File: src/hw/rtl/mqr_ram.sv
// generic single-write, single-read ram with registered read data
module mqr_ram #(
  parameter int unsigned WIDTH = 32,
  parameter int unsigned DEPTH = 64,
  parameter int unsigned ADDR_W = (DEPTH > 1) ? $clog2(DEPTH) : 1
) (
  input  logic              clk,
  input  logic              wr_en,
  input  logic [ADDR_W-1:0] wr_addr,
  input  logic [WIDTH-1:0]  wr_data,
  input  logic [ADDR_W-1:0] rd_addr,
  output logic [WIDTH-1:0]  rd_data
);

  logic [WIDTH-1:0] mem [DEPTH];

  // write port
  always_ff @(posedge clk) begin
    if (wr_en) begin
      mem[wr_addr] <= wr_data;
    end
  end

  // registered read port
  always_ff @(posedge clk) begin
    rd_data <= mem[rd_addr];
  end

endmodule

File: config.mk
export PLATFORM = sky130hd
export DESIGN_NAME = mqr_ram
export DESIGN_NICKNAME = d
export VERILOG_FILES = /design/src/hw/rtl/mqr_ram.sv
export SDC_FILE = /design/constraint.sdc
export NUM_CORES = 2
export LEC_CHECK = 0
export ABC_AREA = 0
export BUFFER_PORTS_ARGS = -buffer_cell sky130_fd_sc_hd__buf_2
export CAP_MARGIN = 20
export CORE_UTILIZATION = 60
export DETAILED_ROUTE_END_ITERATION = 7
export PLACE_DENSITY = 0.72
export SYNTH_ARGS = -nofsm -noshare
export SYNTH_HDL_FRONTEND = slang
export SYNTH_SLANG_ARGS = --single-unit
File: constraint.sdc
create_clock -name clk -period 5.05 [get_ports clk]
set_input_delay 1.01 -clock clk [delete_from_list [all_inputs] [get_ports clk]]
set_output_delay 1.01 -clock clk [all_outputs]
set_load 0.02 [all_outputs]
## Yosys cells after proc, flatten, opt, wreduce, memory -nomap -nowiden

Memories as Yosys holds them, arrays and structs flattened. A register that Yosys moved wholly into a read port is not among the register bits.
Cells that the tools add are included.

- Register bits after elaboration: 0
- Output and inout bits: 32
- Input bits: 46
- RAM bits: 2048
- Memories: 1
- Word-level logic and storage cells: 3

Memory list:

| memory | words | bits a word | rd ports | clocked after Yosys merged registers in | wr ports | line | text |
|---|---|---|---|---|---|---|---|
| mem | 64 | 32 | 1 | 1 | 1 | 15 | `logic [WIDTH-1:0] mem [DEPTH];` |

- Muxes and demuxes: 2

Operators by type and width:

| kind | number |
|---|---|
| $mux 1 | 2 |

## Longest topological paths before layout

- Word-level depth: 2
- Gate-level depth with buffers: 10
- Gate-level depth less buffers: 5

## Least setup slack after synthesis

OpenSTA, ideal clock, no wires.

- Kind: input port to flip-flop
- Start point: input port wr_addr[3]
- End point: memory mem[48][0] (enable)
- Data required time: 4589 ps
- Path buffers: 1
- Path slack: 880 ps
- Arrival time: 3709 ps
- Setup time: 461 ps
- Stages on the path: 4
- Cell sequence: clkbuf_1 > nor2b_1 > nand4b_1 > nor3_1

RTL lines:

| item | line | text |
|---|---|---|
| start: declaration | 9 | `input logic [ADDR_W-1:0] wr_addr,` |
| end: declaration | 15 |  |

No word-level cell before the write port.

==> out/results.tsv <==
stage	metric	value	unit
grt	initial antenna violation count	19	
drt	Detailed Route WL	202000	um
timing	final setup skew	0.0312	ns
critical_path	Crit Path Max Fanout	32	
final_layout	Layout area overhead	13.2	%
place	RD Place Congestion	0.845	
floorplanning	site row count	132	
grt	gr usage total	31.4	%
timing	Final Hold Fails	0	
place	HPWL Detailed	116000	um
floorplanning	Ports	78	
drt	DR pass1 iterations	7	
drt	Iter 0 DRT Violations	6010	
timing	final setup TNS	0	ns
floorplanning	Die ar.	132000	sq um
clocking	clk root buf	clkbuf_16	
drt	per-cell routed wire length	36.6	um
grt	first-pass GRT wire length	285000	um
clocking	Post-CTS Setup Inserts	0	
clocking	worst-skew pair later-pin latency	0.84	ns
critical_path	Critical Path Start Type	input pin	
critical_path	Crit Path Class	input pin to flop	
synthesis	Synth Instances	3324	
drt	Antenna Nets Post-Route	0	
synthesis	number of library cell types mapped by synthesis	34	
synthesis	Post-Syn Nets	3370	
timing	Slew Viols, Final	0	
floorplanning	die width	364	um
synthesis	sequential cell area fraction in the yosys report	79.1	%
final_layout	layout cell share with drive strength beyond 1	30.7	%
clocking	cts repair resizes	0	
timing	Max-Slew Margin vs Limit	24.6	%
synthesis	share of the synthesized area in the top cell type	78.3	%
floorplanning	starting density of the core	60.6	%
synthesis	Netlist Area Pre-Place	78500	sq um
synthesis	largest area contributor in the netlist	edfxtp_1	
clocking	TritonCTS clock tree	yes	
pwr	Pwr Density	403	nW/um^2
place	PortBufs	77	
grt	vias in the first global route	38300	
flow_run	max-cap violation count	0	
pwr	P_leak	27.9	nW
clocking	hold buffers post-CTS	0	
drt	drt drc	0	
floorplanning	Core ar.	130000	sq um
critical_path	Worst EP required	5.72	ns
synthesis	syn_area_per_cell	23.6	sq um
floorplanning	chip height	364	um
clocking	Sink Count	2080	
timing	Achievable Freq	300	MHz
final_layout	Util after Layout	68.6	%
drt	DR vias	38100	
clocking	Worst-path clk slew	0.06	ns
drt	vias per cell	6.90	
grt	Congestion Overflow GR	0	
pwr	power after layout	35.8	mW
final_layout	Total Nets Final	3648	
clocking	H-Tree Depth	4	
timing	Worst Tran Pin Value	1.13	ns
synthesis	synth warn	0	
timing	RSZ-0062 raised after global routing	false	
timing	final-report setup violation count	0	
run_status	outcome	finished clean	
synthesis	top cells by area, synth	edfxtp_1 (78%), mux4_2 (16%), mux2i_1 (1.2%)	
timing	fin crit share	66.1	%
timing	Tmin final	3.34	ns
pwr	Max VDD drop	0.330	mV
clocking	CTS Buf Count	197	
clocking	maximum clock path buffer count	3	
worst_hold_path	Worst Hold Class	input pin to flop	
grt	largest net degree at the start of global routing	80	
critical_path	critical path arrival	4.01	ns
critical_path	Critical Path End Type	flop	
synthesis	Yosys reg bits	2080	
## metal layers
| layer | track usage [%] | routed length [um] | up-vias | part of all wire, % |
|---|---|---|---|---|
| met5 | 0 | 114 | - | 0.056 |
| met4 | 9.07 | 5590 | 20 | 2.8 |
| met3 | 9.32 | 27900 | 344 | 14 |
| met2 | 47.8 | 95000 | 2498 | 47 |
| met1 | 45.0 | 73500 | 20400 | 36 |
| li1 | - | - | 14800 | - |
## flip-flops by register name, summed over array words and instances, names as in the netlist
register  count
mem        2048
rd_data      32
## cell type report
cell class / instances / area [sq um]
Fill cell: 7559 / 40800
Multi-Input combinational cell: 1062 / 16000
Clock buffer: 274 / 5540
Clock inverter: 91 / 870
Antenna cell: 10 / 25.0
Tap cell: 1742 / 2180
Sequential cell: 2080 / 62100
Timing Repair Buffer: 261 / 2160
## cell families (layout without fill, tap and decap cells)
family	Yosys count	count (layout)	synth area share, %
mux	637	637	16.8
flops	2080	2080	79.1
buf+inv	182	626	1.13
other cells	0	10	0
compound gates	202	202	1.67
simple gates	223	223	1.27
## synth_stat cells (all sizes together)
master  count
dfxtp      32
mux4      544
mux2i      93
or2         3
a311oi      8
o32ai       4
o221ai     27
a41o        4
nor2      137
nand4       2
or3b        5
nor3        7
a22oi      12
a31oi       1
nand3b      5
o22ai      84
nand3       5
nor2b      15
and2        2
nand2b      8
a21oi      62
or3         3
nand4b      1
buf       108
edfxtp   2048
clkbuf     74
and3        4
nand2      26
## path summary, 6_finish.rpt
| kind | start | to | slack [ns] | depth (start not counted) |
|---|---|---|---|---|
| setup reg to reg | mem[47][9]$_DFFE_PP_ | rd_data[9]$_DFF_P_ | 2.59 | 5 |
| setup / recovery | rd_addr[0] | rd_data[9]$_DFF_P_ | 1.71 | 8 |
| hold / removal | wr_data[8] | mem[36][8]$_DFFE_PP_ | 0.54 | 1 |
| hold reg to reg | mem[12][17]$_DFFE_PP_ | rd_data[17]$_DFF_P_ | 0.76 | 4 |
## report_power, final
group	leakage, nW	switching (mW)	internal, mW
clock network	3.14	6.25	8.40
registers	18.7	0.126	19.1
logic	6.05	1.22	0.672
total	27.9	7.59	28.2
## per-stage QoR
step	cell area, sq um	std cells	hold slack, ns	setup WS (ns)
after global routing	88900	5510	0.527	1.72
after detailed placement	82300	5139	0.747	0.857
after global placement	82300	5139	0.761	0.945
after CTS	88700	5504	0.609	1.77
final	88900	5520	0.543	1.71
after floorplan	78500	3324	0.663	0.880
## cells in the final DEF (no fill, tap or decap), types with 33 or more instances in the layout
master	Yosys	final
edfxtp_1	2048	2048
mux4_2	544	544
clkbuf_16	0	203
buf_4	25	156
mux2i_1	93	93
o22ai_1	84	84
nor2_1	137	75
buf_2	57	73
a21oi_1	62	62
nor2_4	0	62
clkbuf_1	74	52
clkinv_1	0	33
## critical path, stage by stage
cell and delay (ns):
buf_8 0.43, buf_12 0.33, buf_12 0.20, mux4_2 0.50, mux2i_1 0.32, a21oi_1 0.31
a21oi_1 0.73, nor2_1 0.11
Note: power is estimated with default switching activity, not from simulation.
