## config.mk

```make
export PLATFORM = sky130hd
export DESIGN_NAME = mqr_oq_flat
export DESIGN_NICKNAME = d
export VERILOG_FILES = /design/src/hw/rtl/mqr_pkg.sv /design/src/hw/rtl/mqr_stream_if.sv /design/src/hw/rtl/mqr_oq.sv /design/src/flat_wrapper.sv
export SDC_FILE = /design/constraint.sdc
export NUM_CORES = 1
export LEC_CHECK = 0
export ABC_AREA = 0
export BUFFER_PORTS_ARGS = -buffer_cell sky130_fd_sc_hd__buf_4
export CAP_MARGIN = 10
export CORE_AREA = 2 2 39 41
export CTS_CLUSTER_DIAMETER = 150
export CTS_CLUSTER_SIZE = 14
export DETAILED_ROUTE_END_ITERATION = 16
export DIE_AREA = 0 0 41 43
export PLACE_DENSITY = 0.74
export SLEW_MARGIN = 0
export SYNTH_ARGS = -nofsm -noshare
export SYNTH_HDL_FRONTEND = slang
export SYNTH_SLANG_ARGS = --single-unit
```

## constraint.sdc

```tcl
create_clock -name clk -period 2.63 [get_ports clk]
set_clock_uncertainty 0.1 [all_clocks]
set_input_delay 0.1315 -clock clk [delete_from_list [all_inputs] [get_ports clk]]
set_output_delay 0.1315 -clock clk [all_outputs]
set_load 0.01 [all_outputs]
```

## src/hw/rtl/mqr_pkg.sv

```systemverilog
// shared types, codes and constants for the quarter-turn matrix rotator
package mqr_pkg;

  localparam int unsigned DIM_W   = 4;
  localparam int unsigned IDX_W   = 3;
  localparam int unsigned DATA_W  = 32;
  localparam int unsigned COUNT_W = 7;
  localparam int unsigned TURN_W  = 2;

  // configuration register indexes
  localparam logic [1:0] REG_ROWS  = 2'd0;
  localparam logic [1:0] REG_COLS  = 2'd1;
  localparam logic [1:0] REG_TURNS = 2'd2;

  // quarter-turn codes
  localparam logic [TURN_W-1:0] TURN_0 = 2'd0;
  localparam logic [TURN_W-1:0] TURN_1 = 2'd1;
  localparam logic [TURN_W-1:0] TURN_2 = 2'd2;
  localparam logic [TURN_W-1:0] TURN_3 = 2'd3;

  typedef enum logic {
    ST_LOAD,
    ST_EMIT
  } mqr_state_t;

  typedef struct packed {
    logic signed [DATA_W-1:0] element_value;
  } mqr_in_t;

  typedef struct packed {
    logic signed [DATA_W-1:0] value;
    logic [IDX_W-1:0]         out_row;
    logic [IDX_W-1:0]         out_col;
    logic                     row_end;
    logic                     last;
  } mqr_out_t;

  // position tags that travel alongside a store read
  typedef struct packed {
    logic [IDX_W-1:0] out_row;
    logic [IDX_W-1:0] out_col;
    logic             row_end;
    logic             last;
  } mqr_meta_t;

endpackage

```

## src/hw/rtl/mqr_stream_if.sv

```systemverilog
// valid/ready stream channel carrying one word of a given payload type
interface mqr_stream_if #(
  parameter type payload_t = logic
);
  logic     valid;
  logic     ready;
  payload_t payload;

  modport source (output valid, output payload, input ready);
  modport sink (input valid, input payload, output ready);
endinterface

```

## src/hw/rtl/mqr_oq.sv

```systemverilog
// two-entry result queue fed by the store read port
module mqr_oq (
  input  logic                         clk,
  input  logic                         rst,
  input  logic                         issue,
  input  mqr_pkg::mqr_meta_t           meta,
  input  logic [mqr_pkg::DATA_W-1:0]   rd_data,
  output logic                         can_issue,
  mqr_stream_if.source                 rot_out
);
  import mqr_pkg::*;

  mqr_out_t  slots [2];
  mqr_meta_t meta_q;
  logic      inflight;
  logic      wr_ptr, rd_ptr;
  logic [1:0] occ;
  logic      push, pop;

  assign push = inflight;
  assign pop  = rot_out.valid && rot_out.ready;

  // room for one more read counting the word already in flight
  assign can_issue = ({1'b0, occ} + {2'b00, inflight}) < (3'd2 + {2'b00, pop});

  assign rot_out.valid   = (occ != 2'd0);
  assign rot_out.payload = slots[rd_ptr];

  // control: in-flight flag, pointers and fill level
  always_ff @(posedge clk) begin
    if (rst) begin
      inflight <= 1'b0;
      wr_ptr   <= 1'b0;
      rd_ptr   <= 1'b0;
      occ      <= 2'd0;
    end else begin
      inflight <= issue;
      if (push) begin
        wr_ptr <= ~wr_ptr;
      end
      if (pop) begin
        rd_ptr <= ~rd_ptr;
      end
      occ <= occ + {1'b0, push} - {1'b0, pop};
    end
  end

  // payload: tags are registered at the read, in step with the store read data
  always_ff @(posedge clk) begin
    if (issue) begin
      meta_q <= meta;
    end
    if (push) begin
      slots[wr_ptr] <= '{value: rd_data, out_row: meta_q.out_row, out_col: meta_q.out_col,
                         row_end: meta_q.row_end, last: meta_q.last};
    end
  end

  a_no_overflow: assert property (@(posedge clk) disable iff (rst)
    push |-> (occ != 2'd2) || pop)
    else $error("result queue overflow");

endmodule
```

## src/flat_wrapper.sv

```systemverilog
// flat-port wrapper written by rule: the top's interface ports become plain ports
module mqr_oq_flat import mqr_pkg::*;
  (clk, rst, issue, meta, rd_data, can_issue, rot_out_valid, rot_out_payload, rot_out_ready);
  mqr_stream_if rot_out_i ();
  input  logic clk;
  input  logic rst;
  input  logic issue;
  input  mqr_pkg::mqr_meta_t meta;
  input  logic [mqr_pkg::DATA_W-1:0] rd_data;
  output logic can_issue;
  output wire logic [$bits(rot_out_i.valid)-1:0] rot_out_valid;
  output wire logic [$bits(rot_out_i.payload)-1:0] rot_out_payload;
  input wire logic [$bits(rot_out_i.ready)-1:0] rot_out_ready;
  assign rot_out_valid = rot_out_i.valid;
  assign rot_out_payload = rot_out_i.payload;
  assign rot_out_i.ready = rot_out_ready;
  mqr_oq u_core (.clk(clk), .rst(rst), .issue(issue), .meta(meta), .rd_data(rd_data), .can_issue(can_issue), .rot_out(rot_out_i));
endmodule
```

Word-level counts from Yosys, hierarchy flattened:

Memories as Yosys holds them, arrays and structs flattened. A register that Yosys moved wholly into a read port is not among the register bits.
Index checks and enable logic that the tools add are counted.

* bits in latches: 0
* bits in read-only memories: 0
* memories: 1
* register bits: 13
* logic and storage cells: 22
* memory bits (writable): 80

* $add $sub $neg: 4
* equality and inequality tests: 0
* multiplexer cells: 4
* multiply operators: 0
* $lt $le $gt $ge: 1
* bitwise logic cells: 2
* shifts and indexed selects: 0
* div/mod/pow operators: 0
* reduce and logical (&&, ||, !) cells: 2

Memory list
* u_core.slots: depth 2, width 40, read ports 1, clocked after Yosys merged registers in 1, wr ports 1, RTL line mqr_oq.sv:13 `mqr_out_t slots [2];`

Operators by type and width (number)
* $mux 1: 4
* $add 2x1->3: 1
* $add 2x1->3 const A: 1
* $lt 3x3->1: 1
* $add 2x1->2: 1
* $not 1->1: 2
* $reduce_bool 2->1: 1
* $sub 2x1->2: 1
* $logic_and 1x1->1: 1

Longest topological paths before layout:

* word-level depth: 4
* mapped depth: 6
* mapped depth without buffers: 6

Worst setup path after synthesis:

OpenSTA, ideal clock, no wires.

* path type: register to register
* start: register u_core.occ[1]
* end: register u_core.occ[1]
* library setup time: 110 ps
* data required time: 2420 ps
* arrival time: 1244 ps
* setup slack: 1176 ps
* buffers on the path: 0
* clock period less this slack: 1454 ps
* cell stages (with the launch flop): 7
* path through: dfxtp_1 -> o21a_4 -> ha_1 -> inv_1 -> ha_1 -> xnor3_1 -> nor2_1

* word-level cells in the longest chain between the ends: 3

RTL lines
* start, declared: RTL line mqr_oq.sv:17 `logic [1:0] occ;`
* start signal, assigned: RTL line mqr_oq.sv:44 `occ <= occ + {1'b0, push} - {1'b0, pop};`
* $reduce_bool 2->1: RTL line mqr_oq.sv:26 `assign rot_out.valid = (occ != 2'd0);`
* $logic_and 1x1->1: RTL line mqr_oq.sv:21 `assign pop = rot_out.valid && rot_out.ready;`
* via u_core.pop: RTL line mqr_oq.sv:18 `logic push, pop;`
* $sub 2x1->2: RTL line mqr_oq.sv:44

The timed path passes the listed nets, and every way through them passes these cells.
A chain may end at the register's enable or synchronous reset.

Worst setup path in the final report:

* start: register u_core.occ[0]
* end: output port can_issue

* word-level cells in the longest chain between the ends: 4

RTL lines
* $reduce_bool 2->1: RTL line mqr_oq.sv:26
* $logic_and 1x1->1: RTL line mqr_oq.sv:21
* $add 2x1->3: RTL line mqr_oq.sv:24 `assign can_issue = ({1'b0, occ} + {2'b00, inflight}) < (3'd2 + {2'b00, pop});`
* $lt 3x3->1 (*): RTL line mqr_oq.sv:24
* end, declared: RTL line flat_wrapper.sv:10 `output logic can_issue;`

Mark *: on every way between the ends. The rest lies on a longest branch, timed or not.

==> flow_metrics.env <==
export IMPL_die_w_um=41
export IMPL_grt_pass1_vias=285
export IMPL_rows=14
export IMPL_p_leak_nw=0.2494
export IMPL_met2_length_um=268
export IMPL_synthAdderAreaFrac=0.1205
export IMPL_num_fill_cells=136
export IMPL_synth_top_family_by_area="simple AND/OR/NAND/NOR gates"
export IMPL_cts_tree="built"
export IMPL_multiInputGateArea_um2=197.7
export IMPL_grt_max_degree=7
export IMPL_stdcell_count=62
export IMPL_nets=95
export IMPL_syn_to_final_growth_pct=31.02
export IMPL_end_kind="output port"
export IMPL_p_per_area_nw_per_um2=873.7
export IMPL_wl_per_cell_um=8.500
export IMPL_cts_root_buf="clkbuf_4"
export IMPL_final_setup_tns_ns=0
export IMPL_drc=0
export IMPL_netlist_area_um2=415.4
export IMPL_synthXorXnorAreaFrac=0.07530
export IMPL_slew_headroom=0.8851
export IMPL_ios=47
export IMPL_path_class="reg -> out"
export IMPL_drt_iter0_markers=1
export IMPL_grt_usage=0.08316
export IMPL_path_delay_family="adder cells"
export IMPL_cp_max_fo=4
export IMPL_regArea_um2=210.2
export IMPL_routed_wl_um=527
export IMPL_antenna_found_initial=0
export IMPL_synth_compound_area_share=0.05723
export IMPL_dp_cells=55
export IMPL_setup_viol=0
export IMPL_hp_class="in -> reg"
export IMPL_layout_drive_gt1_share=0.2826
export IMPL_tightest_slew_ns=0.1720
export IMPL_syn_area_per_cell_um2=12.98
export IMPL_muxShareOfSynthArea=0.09940
export IMPL_clk_path_buf_depth=2
export IMPL_coreArea_um2=1384
export IMPL_drv_slew=0
export IMPL_cp_arrival_ns=1.34
export IMPL_startpoint_type="flop"
export IMPL_ir_drop_mv=0.3454
export IMPL_maxCapViolCount=0
export IMPL_yosysSeqAreaShare=0.5060
export IMPL_synthCells=32
export IMPL_min_period_ns=1.573
export IMPL_start_util=0.3002
export IMPL_cts_buffers=3
export IMPL_finalCritPeriodShare=0.5979
export IMPL_routabilityCongestion=0.6638
export IMPL_status="complete, no violations"
export IMPL_rsz0062_at_grt="false"
export IMPL_routed_top_layer="met3"
export IMPL_critPathSlowestCell="dfxtp_1"
export IMPL_fin_area_um2=544.3
export IMPL_wl_met3_um=28
export IMPL_dieArea_um2=1763
export IMPL_hold_slack_ns=0.1760
export IMPL_synthSimpleGateAreaFrac=0.1235
export IMPL_max_freq_mhz=635.9
export IMPL_drt_vias_per_instance=4.258
export IMPL_synth_nets=80
export IMPL_cp_data_required_time_ns=2.40
export IMPL_wl_met1_um=230
export IMPL_ys_types=15
export IMPL_port_buffers=7
export IMPL_crit_buf_inv=1
export IMPL_cts_htree_levels=1
export IMPL_grt_first_pass_wirelength_um=972
export IMPL_vias=264
export IMPL_grt_overflow_total=0
export IMPL_post_cts_buffers=0
export IMPL_hold_viol=0
export IMPL_placed_cell_area_um2=488.0
export IMPL_crit_path_frequent_cell="ha_1"
export IMPL_drtAntennaViolNets=0
export IMPL_clk_latency_ns=0.25
export IMPL_n_antenna_cell=0
export IMPL_die_height_um=43
export IMPL_firstDrtPassIters=4
export IMPL_ys_ff_latch=9
export IMPL_path_cells="ha_1, ha_1, nor2_1, o2bb2ai_1, buf_4"
export IMPL_yosysWarnings=0
export IMPL_clk_pin_slew_ns=0.06
export IMPL_cts_num_sinks=9
export IMPL_slowest_delay_ns=0.34
-- per-stage QoR --
step | utilization | worst slack, ns | power (mW)
after floorplan | - | 1.176 | 0.3184
after global placement | 0.3526 | 1.132 | 0.3689
after detailed placement | 0.3526 | 1.117 | 0.3737
after CTS | 0.3933 | 1.039 | 0.4827
after global routing | 0.3933 | 0.9549 | 0.5130
final | 0.3933 | 1.057 | 0.4755
-- Yosys cell counts --
master     instances  area, um2
xnor2_1            1      8.760
nor2b_1            2      12.51
inv_1              2      7.510
and2b_1            1      7.510
dfxtp_1            6      120.1
xnor3_1            1      22.52
mux2_4             2      30.03
ha_1               4      50.05
nor2_1             5      18.77
o21a_4             1      15.01
o2bb2ai_1          1      8.760
edfxtp_1           3      90.09
and2_1             1      6.260
mux2_1             1      11.26
or2_1              1      6.260
-- metal layers --
metal | global-route usage | up-vias
li1 | - | 137
met5 | 0 | -
met2 | 0.1219 | 6
met1 | 0.08970 | 121
met3 | 0.03141 | 0
met4 | 0.06667 | 0
-- cell type report --
class | instances | share of cell area
tap | 16 | 0.03678
clock buffer | 4 | 0.04828
multi-input combinational | 21 | 0.3632
inverter | 2 | 0.01379
timing repair buffer | 10 | 0.1517
sequential | 9 | 0.3862
-- tightest hold or removal path: stages --
cell	delay, ns
buf_4	0.08
o21a_4	0.14
mux2_4	0.15
-- repair_timing --
action,4_1_cts,5_1_grt
hold endpoints to repair,6,0
gates resized for setup,0,0
hold buffers,3,0
-- cell families after synthesis --
group | count (synthesis)
adders and majority gates | 4
xor gates and xnor gates | 2
buffers and inverters | 2
AOI/OAI and AO/OA | 2
muxes | 3
DFF | 9
and+or+nand+nor | 10
-- layout by cell type, fill, tap and decap left out, types with 2 or more instances in the layout --
master	n
mux2_4	2
clkbuf_4	3
inv_1	2
edfxtp_1	3
buf_4	7
dfxtp_1	6
nor2b_1	2
dlygate4sd3_1	3
nor2_1	5
ha_1	4
-- power breakdown --
part,switching (mW),internal (mW),total (mW)
combinational,0.0635,0.113,0.177
clock,0.0442,0.0582,0.102
sequential,0.0231,0.173,0.196
-- final timing paths --
| path | slack [ns] | startpoint | endpoint | depth (start not counted) |
|---|---|---|---|---|
| worst max register to register | 1.10 | u_core.occ[1] | u_core.occ[1] | 6 |
| worst max-delay path | 1.06 | u_core.occ[0] | can_issue | 5 |
| worst min register to register | 0.35 | u_core.meta_q[0] | u_core.slots[1][0] | 0 |
| worst min-delay path | 0.18 | rot_out_ready | flop | 3 |
(Power assumes the default switching activity.)
