<file path="src/hw/rtl/mqr_pkg.sv">
// shared types, codes and constants for the quarter-turn matrix rotator
package mqr_pkg;

  localparam int unsigned DIM_W   = 4;
  localparam int unsigned IDX_W   = 3;
  localparam int unsigned DATA_W  = 32;
  localparam int unsigned COUNT_W = 7;
  localparam int unsigned TURN_W  = 2;

  // configuration register indexes
  localparam logic [1:0] REG_ROWS  = 2'd0;
  localparam logic [1:0] REG_COLS  = 2'd1;
  localparam logic [1:0] REG_TURNS = 2'd2;

  // quarter-turn codes
  localparam logic [TURN_W-1:0] TURN_0 = 2'd0;
  localparam logic [TURN_W-1:0] TURN_1 = 2'd1;
  localparam logic [TURN_W-1:0] TURN_2 = 2'd2;
  localparam logic [TURN_W-1:0] TURN_3 = 2'd3;

  typedef enum logic {
    ST_LOAD,
    ST_EMIT
  } mqr_state_t;

  typedef struct packed {
    logic signed [DATA_W-1:0] element_value;
  } mqr_in_t;

  typedef struct packed {
    logic signed [DATA_W-1:0] value;
    logic [IDX_W-1:0]         out_row;
    logic [IDX_W-1:0]         out_col;
    logic                     row_end;
    logic                     last;
  } mqr_out_t;

  // position tags that travel alongside a store read
  typedef struct packed {
    logic [IDX_W-1:0] out_row;
    logic [IDX_W-1:0] out_col;
    logic             row_end;
    logic             last;
  } mqr_meta_t;

endpackage

</file>
<file path="src/hw/rtl/mqr_seq.sv">
// load counter and emission sequencer with the read address unit
module mqr_seq #(
  parameter int unsigned MAX_DIM = 8,
  parameter int unsigned ADDR_W = 6
) (
  input  logic                       clk,
  input  logic                       rst,
  input  logic [mqr_pkg::DIM_W-1:0]  rows,
  input  logic [mqr_pkg::DIM_W-1:0]  cols,
  input  logic [mqr_pkg::TURN_W-1:0] turns,
  input  logic                       in_valid,
  output logic                       in_ready,
  output logic                       wr_en,
  output logic [ADDR_W-1:0]          wr_addr,
  input  logic                       can_issue,
  output logic                       issue,
  output logic [ADDR_W-1:0]          rd_addr,
  output mqr_pkg::mqr_meta_t         meta
);
  import mqr_pkg::*;

  localparam logic [DIM_W-1:0] DIM_MAX = DIM_W'(MAX_DIM);
  localparam logic [DIM_W-1:0] DIM_ONE = DIM_W'(1);

  mqr_state_t          state, state_next;
  logic [COUNT_W-1:0]  load_count, load_count_next;
  logic [DIM_W-1:0]    nr, nc;
  logic [TURN_W-1:0]   turns_q;
  logic [IDX_W-1:0]    r, c, r_next, c_next;
  logic [DIM_W-1:0]    nr_cfg, nc_cfg;
  logic [2*DIM_W-1:0]  total_cfg;
  logic [COUNT_W-1:0]  count_inc;
  logic                accept, complete;
  logic [DIM_W-1:0]    orows, ocols;
  logic                r_last, c_last;
  logic [DIM_W-1:0]    src_i, src_j;
  logic [COUNT_W-1:0]  src_addr;

  // clamp configured dimensions into 1..MAX_DIM
  always_comb begin
    nr_cfg = rows;
    if (rows == '0) begin
      nr_cfg = DIM_ONE;
    end else if (rows > DIM_MAX) begin
      nr_cfg = DIM_MAX;
    end
    nc_cfg = cols;
    if (cols == '0) begin
      nc_cfg = DIM_ONE;
    end else if (cols > DIM_MAX) begin
      nc_cfg = DIM_MAX;
    end
  end

  // element count check
  assign total_cfg = nr_cfg * nc_cfg;
  assign count_inc = load_count + COUNT_W'(1);
  assign accept    = in_valid && (state == ST_LOAD);
  assign complete  = {1'b0, count_inc} >= total_cfg;

  // turned matrix shape and position flags
  assign orows  = turns_q[0] ? nc : nr;
  assign ocols  = turns_q[0] ? nr : nc;
  assign r_last = ({1'b0, r} == (orows - DIM_ONE));
  assign c_last = ({1'b0, c} == (ocols - DIM_ONE));

  // source coordinate in the stored matrix
  always_comb begin
    case (turns_q)
      TURN_1: begin
        src_i = nr - DIM_ONE - {1'b0, c};
        src_j = {1'b0, r};
      end
      TURN_2: begin
        src_i = nr - DIM_ONE - {1'b0, r};
        src_j = nc - DIM_ONE - {1'b0, c};
      end
      TURN_3: begin
        src_i = {1'b0, c};
        src_j = nc - DIM_ONE - {1'b0, r};
      end
      default: begin
        src_i = {1'b0, r};
        src_j = {1'b0, c};
      end
    endcase
  end

  // row-major store address, stride nc
  assign src_addr = (COUNT_W'(src_i) * COUNT_W'(nc)) + COUNT_W'(src_j);
  assign rd_addr  = src_addr[ADDR_W-1:0];

  assign wr_addr = load_count[ADDR_W-1:0];
  assign meta    = '{out_row: r, out_col: c, row_end: c_last, last: r_last && c_last};

  // next state and outputs
  always_comb begin
    state_next      = state;
    load_count_next = load_count;
    r_next          = r;
    c_next          = c;
    in_ready        = 1'b0;
    wr_en           = 1'b0;
    issue           = 1'b0;
    unique case (state)
      ST_LOAD: begin
        in_ready = 1'b1;
        wr_en    = in_valid;
        if (accept) begin
          if (complete) begin
            load_count_next = '0;
            r_next          = '0;
            c_next          = '0;
            state_next      = ST_EMIT;
          end else begin
            load_count_next = count_inc;
          end
        end
      end
      ST_EMIT: begin
        issue = can_issue;
        if (can_issue) begin
          if (c_last) begin
            c_next = '0;
            r_next = r + IDX_W'(1);
            if (r_last) begin
              state_next = ST_LOAD;
            end
          end else begin
            c_next = c + IDX_W'(1);
          end
        end
      end
      default: begin
        state_next = ST_LOAD;
      end
    endcase
  end

  // state register
  always_ff @(posedge clk) begin
    if (rst) begin
      state      <= ST_LOAD;
      load_count <= '0;
    end else begin
      state      <= state_next;
      load_count <= load_count_next;
    end
  end

  // emission counters and shape latched when the matrix completes
  always_ff @(posedge clk) begin
    r <= r_next;
    c <= c_next;
    if (accept && complete) begin
      nr      <= nr_cfg;
      nc      <= nc_cfg;
      turns_q <= turns;
    end
  end

  a_no_issue_while_loading: assert property (@(posedge clk) disable iff (rst)
    in_ready |-> !issue)
    else $error("store read issued while accepting words");

  a_last_returns_to_load: assert property (@(posedge clk) disable iff (rst)
    (issue && meta.last) |=> (state == ST_LOAD) && (load_count == '0))
    else $error("sequencer did not return to loading after the last read");

  a_complete_starts_at_origin: assert property (@(posedge clk) disable iff (rst)
    (accept && complete) |=> (state == ST_EMIT) && (r == '0) && (c == '0))
    else $error("emission did not start at the first position");

endmodule

</file>
<file path="config.mk">
export PLATFORM = sky130hd
export DESIGN_NAME = mqr_seq
export DESIGN_NICKNAME = d
export VERILOG_FILES = /design/src/hw/rtl/mqr_pkg.sv /design/src/hw/rtl/mqr_seq.sv
export SDC_FILE = /design/constraint.sdc
export NUM_CORES = 1
export LEC_CHECK = 0
export ABC_AREA = 1
export BUFFER_PORTS_ARGS = -buffer_cell sky130_fd_sc_hd__buf_2
export CORE_AREA = 2 2 97 118
export CTS_BUF_LIST = sky130_fd_sc_hd__clkbuf_4
export DETAILED_ROUTE_END_ITERATION = 12
export DIE_AREA = 0 0 99 120
export GPL_TIMING_DRIVEN = 0
export SYNTH_ARGS = -nofsm -noshare
export SYNTH_HDL_FRONTEND = slang
export SYNTH_SLANG_ARGS = --single-unit
</file>
<file path="constraint.sdc">
create_clock -name clk -period 9.7 [get_ports clk]
set_clock_uncertainty 0.05 [all_clocks]
set_input_delay 0.97 -clock clk [delete_from_list [all_inputs] [get_ports clk]]
set_output_delay 0.97 -clock clk [all_outputs]
set_load 0.05 [all_outputs]
</file>
==> Word level (Yosys, flattened, before mapping) <==
Index checks and enable logic that the tools add are counted.
{ "totals": {"register_bits": 24, "output_inout_bits": 23, "elab_cells": 68} }
{ "op_classes": {"add_sub_neg": 12, "n_mul": 2, "magnitude_cmp": 3, "n_eq_ne": 9, "muxes": 26, "bitwise_logic": 1, "n_reduce_logical": 8} }
{ "ops": {"columns": ["operator", "n"], "rows": [
  ["4-bit 2-to-1 mux", 6],
  ["4-bit case mux with 3 select lines", 2],
  ["3-bit 2-to-1 mux", 6],
  ["4-bit by 1-bit subtractor with 4-bit output, second input constant", 4],
  ["4-bit by 3-bit subtractor with 4-bit output", 4],
  ["3-bit case mux with 2 select lines", 2],
  ["3-bit by 4-bit == test with 1-bit output", 2],
  ["7-bit by 8-bit greater-or-equal comparator with 1-bit output", 1],
  ["4-bit greater-than comparator, second input constant", 2],
  ["4-bit zero test", 2],
  ["4-bit by 4-bit multiplier with 8-bit output", 1],
  ["1-bit 2-to-1 mux", 8],
  ["7-bit by 1-bit adder with 7-bit output, second input constant", 1],
  ["7-bit 2-to-1 mux", 1],
  ["3-bit by 1-bit adder with 3-bit output, second input constant", 2],
  ["6-bit by 4-bit adder with 6-bit output", 1],
  ["4-bit by 4-bit multiplier with 6-bit output", 1],
  ["2-bit != test, second input constant", 3],
  ["2-bit == test, second input constant", 2],
  ["4-bit AND reduction", 1],
  ["1-bit logical AND", 3],
  ["3-bit AND reduction", 1],
  ["2-bit by 1-bit == test with 1-bit output, second input constant", 1],
  ["2-bit by 1-bit != test with 1-bit output, second input constant", 1],
  ["3 further kinds", 3]
]} }

==> Depth between registers and ports, before layout <==
{ "logic_depth": {"depth_word": 8, "depth_mapped": 26} }

==> Least setup slack after synthesis <==
Ideal clock, no wire load.
{ "synth_path": {"kind": "register -> output", "start": "reg turns_q[0]", "end": "out rd_addr[4]", "t_arrival_ns": 4.947, "slack_ns": 3.733, "path_stages_with_launch": 20, "n_path_buf": 1, "cell_sequence": "edfxtp_1 -> buf_6 -> inv_4 -> ha_1 -> nand2_1 -> o21ai_0 -> ha_1 -> fa_1 -> o221ai_1 -> o21ai_0 -> inv_1 -> nand2_1 -> fa_1 -> fa_1 -> fa_1 -> inv_1 -> ha_1 -> a21oi_1 -> nand2_1 -> xor2_1"} }
{ "synth_between": {"elab_chain_cells": 4, "word_cells_on_any_way": 7, "cone_classes": "add/sub: 1; mul: 1; eq/ne: 3; mux: 2"} }
{ "synth_lines": {"columns": ["item", "line", "rtl"], "rows": [
  ["start: declaration", "mqr_seq.sv:28", "logic [TURN_W-1:0] turns_q;"],
  ["start signal: assignment", "mqr_seq.sv:158", "turns_q <= turns;"],
  ["2-bit == test or 2-bit by 1-bit == test with 1-bit output (tied branches)", "mqr_seq.sv:69", "case (turns_q)"],
  ["4-bit case mux with 3 select lines", "mqr_seq.sv:69", null],
  ["4-bit by 4-bit multiplier with 6-bit output", "mqr_seq.sv:90", "assign src_addr = (COUNT_W'(src_i) * COUNT_W'(nc)) + COUNT_W'(src_j);"],
  ["6-bit by 4-bit adder with 6-bit output *", "mqr_seq.sv:90", null],
  ["end: declaration", "mqr_seq.sv:17", "output logic [ADDR_W-1:0] rd_addr,"]
]} }
Every way passes the cells marked *; elsewhere a longest branch is shown, timed or not.

==> Worst setup path after layout <==
{ "layout_path": {"start": "reg turns_q[0]", "end": "out rd_addr[5]"} }
The elaborated chain is that of the path after synthesis.

==> out/results.txt <==
result of the run - completed
clk buf depth - 2
sequential fraction of the synthesis area - 20.2%
net switching power - 0.276 mW
chip width - 99 µm
delay-heaviest family, CP - adder cells
cts hold-fix bufs - 0
most instantiated flip-flop cell in the synthesis netlist - sky130_fd_sc_hd__edfxtp_1
Sink Count - 24
portion of total power attributed to sequential cells - 24.1%
ratio of total power to cell area - 152 mW/mm²
worst relative slew slack - 70.7%
count of endpoints failing hold in the final timing report - 0
sequential standard cell area - 641 µm²
Max Clk Rate - 152 MHz
total clock buffers created by CTS - 3
Die Footprint - 0.0119 mm²
unrepaired setup endpoints after global routing - no
worst min-delay path class - reg -> reg
largest net degree at the start of global routing - 15
count of buffering cells on the critical path with inverters included - 5
number of top-level pins - 37
root buf cell - sky130_fd_sc_hd__clkbuf_4
final count of negative-setup-slack endpoints - 0
minimum clock period - 6.58 ns
remaining number of nets flagged by the antenna check after routing - 0
Synth area leaders - sky130_fd_sc_hd__ha_1 19%, sky130_fd_sc_hd__edfxtp_1 15%, sky130_fd_sc_hd__nand2_1 12%
# port buffers - 36
cell with the largest stage delay on the worst path - sky130_fd_sc_hd__fa_1
final weighted congestion in routability-driven placement - 0.876
CTS tree - built
EDFF count, synth - 16
starting utilization of the core area - 29.4%
clock insertion delay at the later pin of the skew report - 0.32 ns
hold slack final - 0.469 ns
GRT overflow - 0
largest voltage drop on the vdd net - 0.153 mV
area of the core - 0.0108 mm²
critical path required time - 8.68 ns
Unique masters post-synth - 38
die height - 120 µm
maximum fanout encountered on the critical timing path - 9
classification of the worst setup path - reg -> out
flops & latches, synth - 24
internal power of the cells - 0.266 mW
synth warn - 0
HPWL Detailed - 5770 µm
clock-pin slew on the worst setup and hold paths - 0.14 ns
area of the multi-input gates - 0.00209 mm²
most area-hungry cell type in the Yosys netlist - sky130_fd_sc_hd__ha_1
total number of vias - 2,749
final layout net count - 551
relative area change from synthesis to final layout - 12.5%
mean cell area of the mapped netlist - 7.26 µm²
area share of the leading cell type in the synthesized netlist - 18.5%
period utilization - 67.8%
number of design rule violations left after detail routing - 0
fill cell total of the finished layout - 1,145
cells along the critical path - buf_6 -> inv_4 -> ha_1 -> nand2_1 -> o21ai_0 -> ha_1 -> fa_1 -> o221ai_1 -> o21ai_0 -> inv_1 -> nand2_1 -> fa_1 -> fa_1 -> fa_1 -> inv_1 -> ha_1 -> nand3_1 -> nand2_1 -> xor2_1 -> xor2_1 -> nand3_1 -> nand2_1 -> buf_2
Sw Share - 51.0%
accumulated negative setup slack - 0 ns
row count - 42
wire length of the first global-routing pass - 11,200 µm
pins over their slew limit - 0
H-Tree Level Count - 1
Post-CTS Repair Setup Buffers - 0
crit path launch type - flip-flop
detailed-route wire length - 6700 µm
area of the mapped netlist - 0.00317 mm²
Max-cap violations - 0
relative contribution of combinational cells to total power - 62.7%
Worst Setup End Kind - output pin
via count of the first global-routing pass - 2,564
Leakage Power - 1.96 nW
cells after synthesis - 437
count of cells resized by post-cts repair - 0
maximum single-stage delay on the critical path - 0.54 ns
actual slew at the worst max-slew pin - 0.435 ns
proportion of layout cells with a drive suffix above 1 - 14.7%
Synthesized Nets - 510
GRT Overall Usage - 11.3%
number of antenna violations at the first check in global routing - 0
worst endpoint data arrival time - 5.56 ns
post-DR wirelength/cell - 11.0 µm
clock network power share - 13.2%
share of async-settable or async-resettable flops after synthesis - 0%
ant diodes - 0
drt via density - 4.51
drt first-iter violations - 97
first-pass iteration count of the detailed router - 6
## cell usage after synthesis, types with 4 or more instances
library cell	instances
sky130_fd_sc_hd__a21oi_1	17
sky130_fd_sc_hd__fa_1	12
sky130_fd_sc_hd__xnor2_1	6
sky130_fd_sc_hd__edfxtp_1	16
sky130_fd_sc_hd__dfxtp_1	8
sky130_fd_sc_hd__o21ai_0	13
sky130_fd_sc_hd__nand2_2	4
sky130_fd_sc_hd__buf_4	7
sky130_fd_sc_hd__inv_1	85
sky130_fd_sc_hd__xor2_1	20
sky130_fd_sc_hd__nand3_1	18
sky130_fd_sc_hd__nand2_1	105
sky130_fd_sc_hd__o21ai_1	4
sky130_fd_sc_hd__nor2_1	40
sky130_fd_sc_hd__ha_1	47
## cell usage in the layout (no fill, tap or decap), drive strengths merged, types with 6 or more instances in the layout
master,count
xor2,20
inv,88
dfxtp,8
nand2,110
nor2,44
a21oi,17
xnor2,6
nand3,21
ha,47
buf,48
fa,12
o21ai,18
edfxtp,16
## tightest hold or removal path, delay by kind of cell (launching register included)
kind / cells / cell delay, ns
AND/OR/NAND/NOR: 1 / 0.07
flip-flops: 1 / 0.37
AO/OA/AOI/OAI: 1 / 0.05
## layout make-up
cell class              instances  share of cell area, %
plain buffers                  14                   2.98
repair buffers                 36                   5.05
flip-flops and latches         24                   18.0
clock inverters                 1                  0.842
clock buffers                   3                  0.631
inverters                      88                   9.33
well taps                     132                   4.63
multi-input cells             311                   58.6
## layer usage
layer  track usage (%)  routed length [µm]  vias to the layer above
met4              2.65                  88                        0
li1                  -                   -                     1439
met1              13.8                3040                     1262
met2              20.9                3380                       40
met5                 0                   0                        -
met3              1.16                 203                        8
## state kept, by name, summed over array words and instances (netlist names)
register    count
c               3
load_count      7
nc              4
nr              4
r               3
state           1
turns_q         2
## through the flow
| stage | power (mW) | cell area [µm²] | setup WS (ns) | std cells | util (%) |
|---|---|---|---|---|---|
| after floorplan | 0.408 | 3170 | 3.73 | 437 | - |
| after global placement | 0.468 | 3520 | 3.48 | 605 | 32.6 |
| after detailed placement | 0.476 | 3520 | 3.44 | 605 | 32.6 |
| after CTS | 0.550 | 3570 | 3.06 | 609 | 33.1 |
| after global routing | 0.588 | 3570 | 2.80 | 609 | 33.1 |
| final | 0.541 | 3570 | 3.12 | 609 | 33.1 |
## power by group through the flow
stage | clock network (mW) | registers (mW) | logic [mW]
floorplan | 0 | 0.138 | 0.270
global placement | 0 | 0.133 | 0.336
detailed placement | 0 | 0.133 | 0.343
CTS | 0.0733 | 0.131 | 0.346
global route | 0.0767 | 0.132 | 0.379
finish | 0.0714 | 0.131 | 0.339
## logic make-up (layout without fill, tap and decap cells)
logic type                 count (synthesis)  count (layout)  share of synthesized area [%]
buffers and inverters                    102             142                           13.9
DFF                                       24              24                           20.2
and+or+nand+nor                          183             183                           24.8
AOI/OAI and AO/OA                         42              42                           7.50
xor gates and xnor gates                  26              26                           7.18
adders and majority gates                 59              59                           26.1
muxes                                      1               1                          0.316
## path summary, 6_finish.rpt
path,endpoint,start,slack (ns),depth (start not counted)
setup / recovery,rd_addr[5],turns_q[0],3.12,23
hold / removal,load_count[5],load_count[5],0.47,2
setup reg to reg,nc[2],load_count[0],7.04,10
hold reg to reg,load_count[5],load_count[5],0.47,2
Power figures use the tool's default switching activity.
